--- src/hw/rtl/assert_macros.svh ---
// ----------------------------------------------------------------------------
// assert_macros.svh
// Shorthand for clocked assertions, sampled on clk, off while in reset.
// ----------------------------------------------------------------------------
`ifndef ASSERT_MACROS_SVH
`define ASSERT_MACROS_SVH

// Antecedent must be followed in the same cycle by the consequent.
`define CBT_ASSERT_SAME(label, ante, cons, msg) \
	label: assert property (@(posedge clk) disable iff (!arst_n) \
		(ante) |-> (cons)) else $error(msg);

// Antecedent must be followed in the next cycle by the consequent.
`define CBT_ASSERT_NEXT(label, ante, cons, msg) \
	label: assert property (@(posedge clk) disable iff (!arst_n) \
		(ante) |=> (cons)) else $error(msg);

`endif

--- src/hw/rtl/cbt_pkg.sv ---
// ----------------------------------------------------------------------------
// cbt_pkg
// Types, codes and helpers shared by the chunked body tracker.
// ----------------------------------------------------------------------------
`default_nettype none

package cbt_pkg;

	localparam int unsigned RemW = 64;

	typedef enum logic [12:0] {
		PH_SIZE_FIRST  = 13'h0001,
		PH_SIZE        = 13'h0002,
		PH_EXT         = 13'h0004,
		PH_SIZE_LF     = 13'h0008,
		PH_DATA        = 13'h0010,
		PH_DATA_CR     = 13'h0020,
		PH_DATA_LF     = 13'h0040,
		PH_TRL_START   = 13'h0080,
		PH_TRL_LINE    = 13'h0100,
		PH_TRL_END_LF  = 13'h0200,
		PH_TRL_LINE_LF = 13'h0400,
		PH_DONE        = 13'h0800,
		PH_ERROR       = 13'h1000
	} cbt_phase_t;

	localparam logic [1:0] ST_MORE  = 2'd0;
	localparam logic [1:0] ST_END   = 2'd1;
	localparam logic [1:0] ST_ERROR = 2'd2;

	localparam logic FN_BYTE    = 1'b0;
	localparam logic FN_RESTART = 1'b1;

	localparam logic [7:0] CH_TAB  = 8'h09;
	localparam logic [7:0] CH_LF   = 8'h0A;
	localparam logic [7:0] CH_CR   = 8'h0D;
	localparam logic [7:0] CH_SEMI = 8'h3B;
	localparam logic [7:0] CH_CTL_LIMIT = 8'h20;

	typedef struct packed {
		logic        ok;
		logic [3:0]  value;
	} cbt_hex_t;

	typedef struct packed {
		cbt_phase_t          phase;
		logic [RemW-1:0]     remaining;
		logic [1:0]          status;
	} cbt_next_t;

	function automatic cbt_hex_t hex_decode(input logic [7:0] b);
		cbt_hex_t r;
		r.ok    = 1'b1;
		r.value = 4'd0;
		if (b >= 8'h30 && b <= 8'h39) begin
			r.value = 4'(b - 8'h30);
		end else if (b >= 8'h61 && b <= 8'h66) begin
			r.value = 4'(b - 8'h57);
		end else if (b >= 8'h41 && b <= 8'h46) begin
			r.value = 4'(b - 8'h37);
		end else begin
			r.ok = 1'b0;
		end
		return r;
	endfunction

endpackage

`default_nettype wire

--- src/hw/rtl/cbt_intf.sv ---
// ----------------------------------------------------------------------------
// cbt_intf
// Valid/ready channels for body bytes in and status out.
// ----------------------------------------------------------------------------
`default_nettype none

interface cbt_byte_if;
	logic       valid;
	logic       ready;
	logic       func;
	logic [7:0] data_byte;
	logic       last_of_call;

	modport source (output valid, func, data_byte, last_of_call, input ready);
	modport sink   (input valid, func, data_byte, last_of_call, output ready);
endinterface

interface cbt_status_if;
	logic       valid;
	logic       ready;
	logic [1:0] status;

	modport source (output valid, status, input ready);
	modport sink   (input valid, status, output ready);
endinterface

`default_nettype wire

--- src/hw/rtl/cbt_next.sv ---
// ----------------------------------------------------------------------------
// cbt_next
// Framing step: next phase, next size/countdown and the status for one byte.
// ----------------------------------------------------------------------------
`default_nettype none

module cbt_next (
	input  var cbt_pkg::cbt_phase_t      phase,
	input  var logic [cbt_pkg::RemW-1:0] remaining,
	input  var logic                     func,
	input  var logic [7:0]               data_byte,
	output var cbt_pkg::cbt_next_t       nxt
);

	cbt_pkg::cbt_hex_t        hex;
	cbt_pkg::cbt_phase_t      ph;
	logic [cbt_pkg::RemW-1:0] rem;
	logic                     is_ctl;

	assign hex    = cbt_pkg::hex_decode(data_byte);
	assign is_ctl = data_byte < cbt_pkg::CH_CTL_LIMIT;

	always_comb begin
		ph  = phase;
		rem = remaining;
		unique case (phase)
			cbt_pkg::PH_SIZE_FIRST: begin
				if (hex.ok) begin
					rem = {{(cbt_pkg::RemW-4){1'b0}}, hex.value};
					ph  = cbt_pkg::PH_SIZE;
				end else begin
					ph = cbt_pkg::PH_ERROR;
				end
			end
			cbt_pkg::PH_SIZE: begin
				if (!hex.ok) begin
					if (data_byte == cbt_pkg::CH_SEMI) ph = cbt_pkg::PH_EXT;
					else if (data_byte == cbt_pkg::CH_CR) ph = cbt_pkg::PH_SIZE_LF;
					else ph = cbt_pkg::PH_ERROR;
				end else if (remaining[cbt_pkg::RemW-1 -: 4] != 4'd0) begin
					// another digit would shift bits out of the top nibble
					ph = cbt_pkg::PH_ERROR;
				end else begin
					rem = {remaining[cbt_pkg::RemW-5:0], hex.value};
				end
			end
			cbt_pkg::PH_EXT: begin
				if (data_byte == cbt_pkg::CH_CR) ph = cbt_pkg::PH_SIZE_LF;
				else if (data_byte == cbt_pkg::CH_LF) ph = cbt_pkg::PH_ERROR;
			end
			cbt_pkg::PH_SIZE_LF: begin
				if (data_byte != cbt_pkg::CH_LF) ph = cbt_pkg::PH_ERROR;
				else if (remaining == '0) ph = cbt_pkg::PH_TRL_START;
				else ph = cbt_pkg::PH_DATA;
			end
			cbt_pkg::PH_DATA: begin
				if (remaining != '0) rem = remaining - 1'b1;
				if (remaining <= {{(cbt_pkg::RemW-1){1'b0}}, 1'b1}) ph = cbt_pkg::PH_DATA_CR;
			end
			cbt_pkg::PH_DATA_CR: begin
				ph = (data_byte == cbt_pkg::CH_CR) ? cbt_pkg::PH_DATA_LF : cbt_pkg::PH_ERROR;
			end
			cbt_pkg::PH_DATA_LF: begin
				if (data_byte != cbt_pkg::CH_LF) begin
					ph = cbt_pkg::PH_ERROR;
				end else begin
					ph  = cbt_pkg::PH_SIZE_FIRST;
					rem = '0;
				end
			end
			cbt_pkg::PH_TRL_START: begin
				if (data_byte == cbt_pkg::CH_CR) ph = cbt_pkg::PH_TRL_END_LF;
				else if (is_ctl) ph = cbt_pkg::PH_ERROR;
				else ph = cbt_pkg::PH_TRL_LINE;
			end
			cbt_pkg::PH_TRL_LINE: begin
				if (data_byte == cbt_pkg::CH_CR) ph = cbt_pkg::PH_TRL_LINE_LF;
				else if (is_ctl && data_byte != cbt_pkg::CH_TAB) ph = cbt_pkg::PH_ERROR;
			end
			cbt_pkg::PH_TRL_LINE_LF: begin
				ph = (data_byte == cbt_pkg::CH_LF) ? cbt_pkg::PH_TRL_START : cbt_pkg::PH_ERROR;
			end
			cbt_pkg::PH_TRL_END_LF: begin
				ph = (data_byte == cbt_pkg::CH_LF) ? cbt_pkg::PH_DONE : cbt_pkg::PH_ERROR;
			end
			cbt_pkg::PH_DONE: begin
				ph = cbt_pkg::PH_DONE;
			end
			cbt_pkg::PH_ERROR: begin
				ph = cbt_pkg::PH_ERROR;
			end
			default: begin
				ph = cbt_pkg::PH_ERROR;
			end
		endcase

		if (func == cbt_pkg::FN_RESTART) begin
			nxt.phase     = cbt_pkg::PH_SIZE_FIRST;
			nxt.remaining = '0;
			nxt.status    = cbt_pkg::ST_MORE;
		end else begin
			nxt.phase     = ph;
			nxt.remaining = rem;
			if (ph == cbt_pkg::PH_DONE) nxt.status = cbt_pkg::ST_END;
			else if (ph == cbt_pkg::PH_ERROR) nxt.status = cbt_pkg::ST_ERROR;
			else nxt.status = cbt_pkg::ST_MORE;
		end
	end

endmodule

`default_nettype wire

--- src/hw/rtl/chunked_body_tracker_top.sv ---
// ----------------------------------------------------------------------------
// chunked_body_tracker_top
// Checks HTTP/1.1 chunked framing byte by byte and returns a status per byte.
// ----------------------------------------------------------------------------
// One status comes back for every request on byte_ch: 0 more bytes needed,
// 1 body ended, 2 framing error; end and error stick until a restart request
// (func = 1), which answers 0. Throughput is one byte per clock while status_ch
// is drained. The accepting edge loads the input register; the framing step
// (phase, 64-bit size/countdown) is then written into the status register.
// The phase/countdown registers feed back through combinational logic only,
// so back-to-back bytes never stall as long as status_ch is drained.
// last_of_call does not affect the status.
`default_nettype none

`include "assert_macros.svh"

module chunked_body_tracker_top (
	input  var logic           clk,
	input  var logic           arst_n,
	cbt_byte_if.sink           byte_ch,
	cbt_status_if.source       status_ch
);

	logic                     valid_s1;
	logic                     func_s1;
	logic [7:0]               byte_s1;
	cbt_pkg::cbt_phase_t      phase_q;
	logic [cbt_pkg::RemW-1:0] remaining_q;
	logic                     out_valid_q;
	logic [1:0]               status_q;
	logic                     adv;
	logic                     proc;
	cbt_pkg::cbt_next_t       nxt;

	// stage 1 may move on when the result register is empty or being drained
	assign adv           = !out_valid_q || status_ch.ready;
	assign proc          = valid_s1 && adv;
	assign byte_ch.ready = !valid_s1 || adv;

	always_ff @(posedge clk or negedge arst_n) begin
		if (!arst_n) begin
			valid_s1 <= 1'b0;
		end else if (byte_ch.ready) begin
			valid_s1 <= byte_ch.valid;
		end
	end

	always_ff @(posedge clk) begin
		if (byte_ch.valid && byte_ch.ready) begin
			func_s1 <= byte_ch.func;
			byte_s1 <= byte_ch.data_byte;
		end
	end

	cbt_next u_next (
		.phase     (phase_q),
		.remaining (remaining_q),
		.func      (func_s1),
		.data_byte (byte_s1),
		.nxt       (nxt)
	);

	always_ff @(posedge clk or negedge arst_n) begin
		if (!arst_n) begin
			phase_q     <= cbt_pkg::PH_SIZE_FIRST;
			remaining_q <= '0;
		end else if (proc) begin
			phase_q     <= nxt.phase;
			remaining_q <= nxt.remaining;
		end
	end

	always_ff @(posedge clk or negedge arst_n) begin
		if (!arst_n) begin
			out_valid_q <= 1'b0;
		end else if (adv) begin
			out_valid_q <= valid_s1;
		end
	end

	always_ff @(posedge clk) begin
		if (proc) begin
			status_q <= nxt.status;
		end
	end

	assign status_ch.valid  = out_valid_q;
	assign status_ch.status = status_q;

	`CBT_ASSERT_SAME(a_ready_only_stalls_when_full, !byte_ch.ready, valid_s1 && out_valid_q, "input stalled with room in the pipeline")
	`CBT_ASSERT_SAME(a_data_count_nonzero, phase_q == cbt_pkg::PH_DATA, remaining_q != '0, "payload phase with zero bytes due")
	`CBT_ASSERT_NEXT(a_done_sticks, phase_q == cbt_pkg::PH_DONE && !(proc && func_s1 == cbt_pkg::FN_RESTART), phase_q == cbt_pkg::PH_DONE, "ended body left done without restart")
	`CBT_ASSERT_NEXT(a_restart_answers_more, proc && func_s1 == cbt_pkg::FN_RESTART, status_q == cbt_pkg::ST_MORE && phase_q == cbt_pkg::PH_SIZE_FIRST, "restart did not clear tracker")

endmodule

`default_nettype wire

--- src/flat_wrapper.sv ---
// flat-port wrapper written by rule: the top's interface ports become plain ports
module chunked_body_tracker_top_flat 
  (clk, arst_n, byte_ch_valid, byte_ch_func, byte_ch_data_byte, byte_ch_last_of_call, byte_ch_ready, status_ch_valid, status_ch_status, status_ch_ready);
  cbt_byte_if byte_ch_i ();
  cbt_status_if status_ch_i ();
  input  var logic clk;
  input  var logic arst_n;
  input wire logic [$bits(byte_ch_i.valid)-1:0] byte_ch_valid;
  input wire logic [$bits(byte_ch_i.func)-1:0] byte_ch_func;
  input wire logic [$bits(byte_ch_i.data_byte)-1:0] byte_ch_data_byte;
  input wire logic [$bits(byte_ch_i.last_of_call)-1:0] byte_ch_last_of_call;
  output wire logic [$bits(byte_ch_i.ready)-1:0] byte_ch_ready;
  output wire logic [$bits(status_ch_i.valid)-1:0] status_ch_valid;
  output wire logic [$bits(status_ch_i.status)-1:0] status_ch_status;
  input wire logic [$bits(status_ch_i.ready)-1:0] status_ch_ready;
  assign byte_ch_i.valid = byte_ch_valid;
  assign byte_ch_i.func = byte_ch_func;
  assign byte_ch_i.data_byte = byte_ch_data_byte;
  assign byte_ch_i.last_of_call = byte_ch_last_of_call;
  assign byte_ch_ready = byte_ch_i.ready;
  assign status_ch_valid = status_ch_i.valid;
  assign status_ch_status = status_ch_i.status;
  assign status_ch_i.ready = status_ch_ready;
  chunked_body_tracker_top u_core (.clk(clk), .arst_n(arst_n), .byte_ch(byte_ch_i), .status_ch(status_ch_i));
endmodule
--- config.mk ---
export PLATFORM = sky130hd
export DESIGN_NAME = chunked_body_tracker_top_flat
export DESIGN_NICKNAME = d
export VERILOG_FILES = /design/src/hw/rtl/cbt_pkg.sv /design/src/hw/rtl/cbt_intf.sv /design/src/hw/rtl/cbt_next.sv /design/src/hw/rtl/chunked_body_tracker_top.sv /design/src/flat_wrapper.sv
export VERILOG_INCLUDE_DIRS = /design/src /design/src/hw/rtl
export SDC_FILE = /design/constraint.sdc
export NUM_CORES = 1
export LEC_CHECK = 0
export BUFFER_PORTS_ARGS = -buffer_cell sky130_fd_sc_hd__buf_2
export CAP_MARGIN = 20
export CORE_AREA = 2 2 105 107
export CTS_CLUSTER_DIAMETER = 40
export DETAILED_ROUTE_END_ITERATION = 16
export DIE_AREA = 0 0 107 109
export PLACE_DENSITY = 0.76
export SYNTH_ARGS = -nofsm -noshare
export SYNTH_HDL_FRONTEND = slang
export SYNTH_SLANG_ARGS = --single-unit
export TNS_END_PERCENT = 30
--- constraint.sdc ---
create_clock -name clk -period 4.7 [get_ports clk]
set_input_delay 0.235 -clock clk [delete_from_list [all_inputs] [get_ports clk]]
set_output_delay 0.235 -clock clk [all_outputs]
set_load 0.005 [all_outputs]
Word-level counts from Yosys, hierarchy flattened
Cells that the tools add are included.

Flip-flop bits (word level): 90. Bits in latches: 0. Memory bits (writable): 0. Memory bits (read-only): 0. Input bits: 14. Memories kept: 0.

Add/sub/neg operators: 4. Multiply operators: 0. Div/mod/pow operators: 0. $lt $le $gt $ge: 8. Equality and inequality tests: 24. Shift operators: 0. Muxes and demuxes: 34. Bitwise logic cells: 0. Reduce and logical (&&, ||, !) cells: 16.

Operators with widths (count): 64-bit 2-to-1 mux (5); 64-bit case mux with 4 select lines (1); 13-bit 2-to-1 mux (17); 13-bit case mux with 12 select lines (1); 79-bit 2-to-1 mux (1); 64-bit by 1-bit less-or-equal comparator with 1-bit output, second input constant (1); 64-bit zero test (1); 64-bit nonzero test (1); 64-bit by 1-bit subtractor with 64-bit output, second input constant (1); 13-bit by 12-bit equality test with 1-bit output, second input constant (2); 8-bit by 4-bit equality test with 1-bit output, second input constant (2); 8-bit by 7-bit >= comparator with 1-bit output, second input constant (2); 8-bit by 7-bit less-or-equal comparator with 1-bit output, second input constant (2); 8-bit by 4-bit != test with 1-bit output, second input constant (2); 3-bit by 2-bit != test with 1-bit output, second input constant (5); 13-bit by 1-bit equality test with 1-bit output, second input constant (1); 13-bit by 10-bit equality test with 1-bit output, second input constant (1); 13-bit by 11-bit equality test with 1-bit output, second input constant (1); 13-bit equality test, second input constant (1); 13-bit by 2-bit equality test with 1-bit output, second input constant (1); 13-bit by 3-bit equality test with 1-bit output, second input constant (1); 13-bit by 4-bit equality test with 1-bit output, second input constant (1); 13-bit by 5-bit equality test with 1-bit output, second input constant (1); 13-bit by 6-bit equality test with 1-bit output, second input constant (1); other kinds (20) (33).

Depth between registers and ports, before layout
Depth after elaboration: 11. Mapped depth: 13. Depth with buffers taken out: 9.

Hierarchy
From an unflattened synthesis, not the netlist that was laid out.

Cells, all modules: 818. Area total of the unflattened synthesis: 7141.8 sq um.

By module, submodules not included: cbt_next (instances 1, cells an instance 636, area an instance 3781.1 sq um); chunked_body_tracker_top (instances 1, cells an instance 182, area an instance 3360.7 sq um).

Least setup slack after synthesis
OpenSTA, ideal clock, no wires.

Path kind: flip-flop to flip-flop. From: register u_core.remaining_q[0] in the netlist's numbering. To: register u_core.remaining_q[43] in the netlist's numbering. Setup time: 0.118 ns. Arrival: 3.170 ns. Required time: 4.582 ns. Slack: 1.412 ns. Stages on the path, launching flop included: 14. Cell sequence: dfrtp_1 inv_1 ha_1 or3b_2 clkbuf_1 or3_4 or4_4 or2_0 buf_2 nor4bb_1 buf_6 buf_6 a32o_1 a21o_1.

Word-level cells in the longest chain between the ends: 4.

RTL lines: from (decl) (RTL line chunked_body_tracker_top.sv:28) `logic [cbt_pkg::RemW-1:0] remaining_q;`; from (signal assigned) (RTL line chunked_body_tracker_top.sv:69) `remaining_q <= nxt.remaining;`; 64-bit by 1-bit subtractor with 64-bit output (RTL line cbt_next.sv:57) `if (remaining != '0) rem = remaining - 1'b1;`; 64-bit 2-to-1 mux (RTL line cbt_next.sv:57); 64-bit case mux with 4 select lines (RTL line cbt_next.sv:26) `unique case (phase)`; 79-bit 2-to-1 mux (RTL line cbt_next.sv:97) `if (func == cbt_pkg::FN_RESTART) begin`.

Several ways; a longest one is shown, not always the timed one. The select of a mux whose other input is x is not followed. A chain may end at the register's enable or synchronous reset.

Worst setup path after layout
From: register u_core.phase_q[12]. To: register u_core.remaining_q[27] in the netlist's numbering.

Word-level cells in the longest chain between the ends: 3.

RTL lines: from (decl) (RTL line chunked_body_tracker_top.sv:27) `cbt_pkg::cbt_phase_t phase_q;`; from (signal assigned) (RTL line chunked_body_tracker_top.sv:65) `phase_q <= cbt_pkg::PH_SIZE_FIRST;`; from (signal assigned) (RTL line chunked_body_tracker_top.sv:68) `phase_q <= nxt.phase;`; 13-bit by 5-bit equality test with 1-bit output (tied with other cells) (RTL line cbt_next.sv:26); 3-bit by 2-bit != test with 1-bit output (no source line) (tied with other cells); 7-bit AND reduction (no source line) / 79-bit 2-to-1 mux (equally long branches).

Several ways; a longest one is shown, not always the timed one.

==> results.yml <==
timing:
  holdWs_ns: 0.01237
  slew-limit-headroom_pct: 28.64
  finalSetupTns_ns: 0
  slew_viol_final: 0
  hold_viol_final: 0
  setup_ws_ns: 0.7210
  setup_viol: 0
  rsz0062_at_grt: "false"
  fin_crit_ns: 3.979
  worst_slew_pin_slew_ns: 1.070
  finalClockSkew_ns: 0.01257
  max_freq_mhz: 251.3
  fin_crit_sh_pct: 84.66
power_and_ir_drop:
  peakVddDrop_v: 0.0001800
  combPwrFrac_pct: 8.9
  p_per_area_nw_per_um2: 236.2
  switching_share_pct: 26.52
  pwr-share-seq_pct: 52.1
  p_clk_share_pct: 39.0
  p_int_uw: 1152
  p_switching_uw: 415.5
  leakagePower_uw: 0.003209
die:
  die_area_um2: 11660
  ios: 18
  core_um2: 10600
  start_util_pct: 58.46
  die_w_um: 107
  fp-row-count: 38
  dieHeight_um: 109
global_routing:
  gr-total-overflow: 0
  grt_pass1_wl_um: 27910
  grt_max_degree: 80
  grt_use_total_pct: 30.06
  antenna_found_initial: 0
  grt_pass1_vias: 5534
synthesis:
  netlist_area_um2: 6198
  ys.flop_type: "dfrtp_1"
  yosysWarnings: 0
  synthArstFlopShare_pct: 87.78
  synth.distinct_cells: 67
  syn_inst: 719
  synth_edf_count: 11
  syn_nets: 739
  yosys_register_bits: 90
  syn_area_per_cell_um2: 8.621
  yosysSeqAreaShare_pct: 37.24
placed_design:
  placement.io_buffers: 16
  place_area_um2: 6355
  dp_slack_ns: 0.8411
  gp_congestion: 0.9511
  dp_hpwl_um: 11220
critical_path:
  worstSetupPathType: "flip-flop to flip-flop"
  critPathLaunchType: "flip-flop"
  critical_path_required_ns: 5.03
  cp.arrival_ns: 4.31
  cp_max_fo: 15
  cp-end-kind: "flip-flop"
status:
  status: "completed"
job:
  cap_violations: 0
drt:
  postRouteAntennaNets: 0
  viasPerCell: 7.058
  wire_per_inst_um: 19.96
  routed_wl_um: 17000
  first_pass_iters: 5
  via_count: 6013
  drt-initial-drc-count: 586
  drc: 0
cts:
  max-clock-path-buffers: 2
  clk_latency_ns: 0.39
  clkSinkCount: 90
  ctsResizeCount: 0
  cts_root_buf: "clkbuf_8"
  cts_max_level: 3
  cts_tree: "done"
  clkTransAtPathRegs_ns: 0.10
  cts_buffers: 9
layout:
  final_common_cell: "nand2_1"
  syn2layout_area_growth_pct: 7.045
  nets: 727
  drive_gt1_share_pct: 8.989
  antennaDiodeCount: 0
  n_fill_cell: 877
  layout_common_cells: "97 x nand2_1, 78 x dfrtp_1, 38 x o21ai_0"
  final_area_um2: 6635
worst_hold_path:
  hold_class: "primary input to flip-flop"
metrics by stage:
step | cells | utilization (%) | power, µW
final | 852 | 62.58 | 1567
after CTS | 848 | 62.06 | 1576
after detailed placement | 832 | 59.94 | 965.5
after floorplan | 719 | - | 910.7
after global routing | 852 | 62.58 | 1629
after global placement | 831 | 59.79 | 961.5
final timing paths:
| path | from | end | slack, ns | cells after the start |
|---|---|---|---|---|
| setup / recovery | u_core.phase_q[12] | u_core.remaining_q[27] | 0.72 | 8 |
| hold / removal | byte_ch_data_byte[4] | u_core.byte_s1[4] | 0.01 | 1 |
| setup reg to reg | u_core.phase_q[12] | u_core.remaining_q[27] | 0.72 | 8 |
| hold reg to reg | u_core.remaining_q[42] | u_core.remaining_q[42] | 0.52 | 1 |
| max in group asynchronous | arst_n | u_core.remaining_q[49] | 3.91 | 3 |
| min in group asynchronous | arst_n | u_core.phase_q[7] | 0.20 | 2 |
power groups by stage:
| stage | logic [µW] | clock network, µW | registers, µW |
|---|---|---|---|
| 6_report | 140 | 611 | 816 |
| 5_1_grt | 154 | 656 | 818 |
| 4_1_cts | 135 | 625 | 816 |
| 3_5_place_dp | 134 | 0 | 831 |
| 3_3_place_gp | 131 | 0 | 830 |
| 2_1_floorplan | 84.6 | 0 | 826 |
cells by family (layout without fill, tap and decap cells):
| family | Yosys count | count (layout) | synth area share, % |
|---|---|---|---|
| and+or+nand+nor | 312 | 312 | 26.63 |
| AOI/OAI and AO/OA | 226 | 226 | 27.47 |
| DFF | 90 | 90 | 37.24 |
| buffers and inverters | 64 | 57 | 4.441 |
| xor gates and xnor gates | 19 | 19 | 2.685 |
| adders and majority gates | 6 | 6 | 1.211 |
| muxes | 2 | 2 | 0.3230 |
timing repair:
| item | in CTS | in global routing |
|---|---|---|
| setup buffers | 0 | 0 |
| hold buffers | 0 | 2 |
| endpoints found under the hold margin | 0 | 10 |
final cells by class:
cell class / instances / area (µm²) / share of cell area [%]
clock buffers: 9 / 123.9 / 1.867
clock inverters: 7 / 101.3 / 1.527
inverters: 10 / 37.54 / 0.5657
multi-input cells: 565 / 3649 / 54.99
flip-flops and latches: 90 / 2308 / 34.79
well taps: 140 / 175.2 / 2.640
repair buffers: 31 / 240.2 / 3.621
cells in the mapped netlist, types with 4 or more instances:
master	instances	area share, %
a21o_1	31	3.8
dfrtp_1	78	31
nand4_1	14	1.4
ha_1	6	1.2
o22ai_1	6	0.61
nor4b_1	6	0.85
nand2b_1	10	1.0
nor2b_1	8	0.81
a22oi_1	14	1.7
buf_2	10	0.81
o31ai_1	17	2.1
a221o_1	9	1.5
xor2_1	8	1.1
o2bb2ai_1	15	2.1
nand2_1	97	5.9
or4_1	17	2.1
nor4_1	22	2.2
xnor2_1	11	1.6
o21ai_0	38	3.1
nor2_1	36	2.2
clkbuf_1	38	2.3
edfxtp_1	11	5.3
a21oi_1	17	1.4
nor3_1	35	2.8
a22o_1	7	0.99
nand3b_1	4	0.48
nand3_1	17	1.4
or3_1	20	2.0
inv_1	10	0.61
a32o_1	27	4.4
a31oi_1	8	0.81
and3_1	7	0.71
critical path, stage by stage (launching register included):
cell     delay (ns)
dfrtp_1        0.44
or4_1          0.61
nor3_1         0.26
nand3_1        0.43
o21ai_0        0.72
nor2_1         0.41
a31oi_4        0.57
buf_4          0.30
a221o_1        0.17
per-layer routing:
| layer | share of wire [%] | global-route usage (%) | up-vias |
|---|---|---|---|
| met2 | 46 | 46.50 | 332 |
| met4 | 1.9 | 9.369 | 0 |
| li1 | - | - | 2772 |
| met5 | 0 | 0 | - |
| met3 | 8.8 | 6.635 | 40 |
| met1 | 44 | 42.36 | 2869 |
sequential cells by signal (all words and copies together) (netlist names):
register	cells
u_core.valid_s1	1
u_core.phase_q	13
u_core.status_ch.valid	1
u_core.status_ch.status	2
u_core.byte_s1	8
u_core.remaining_q	64
u_core.func_s1	1
No activity file was read; power rests on OpenSTA's default activity.
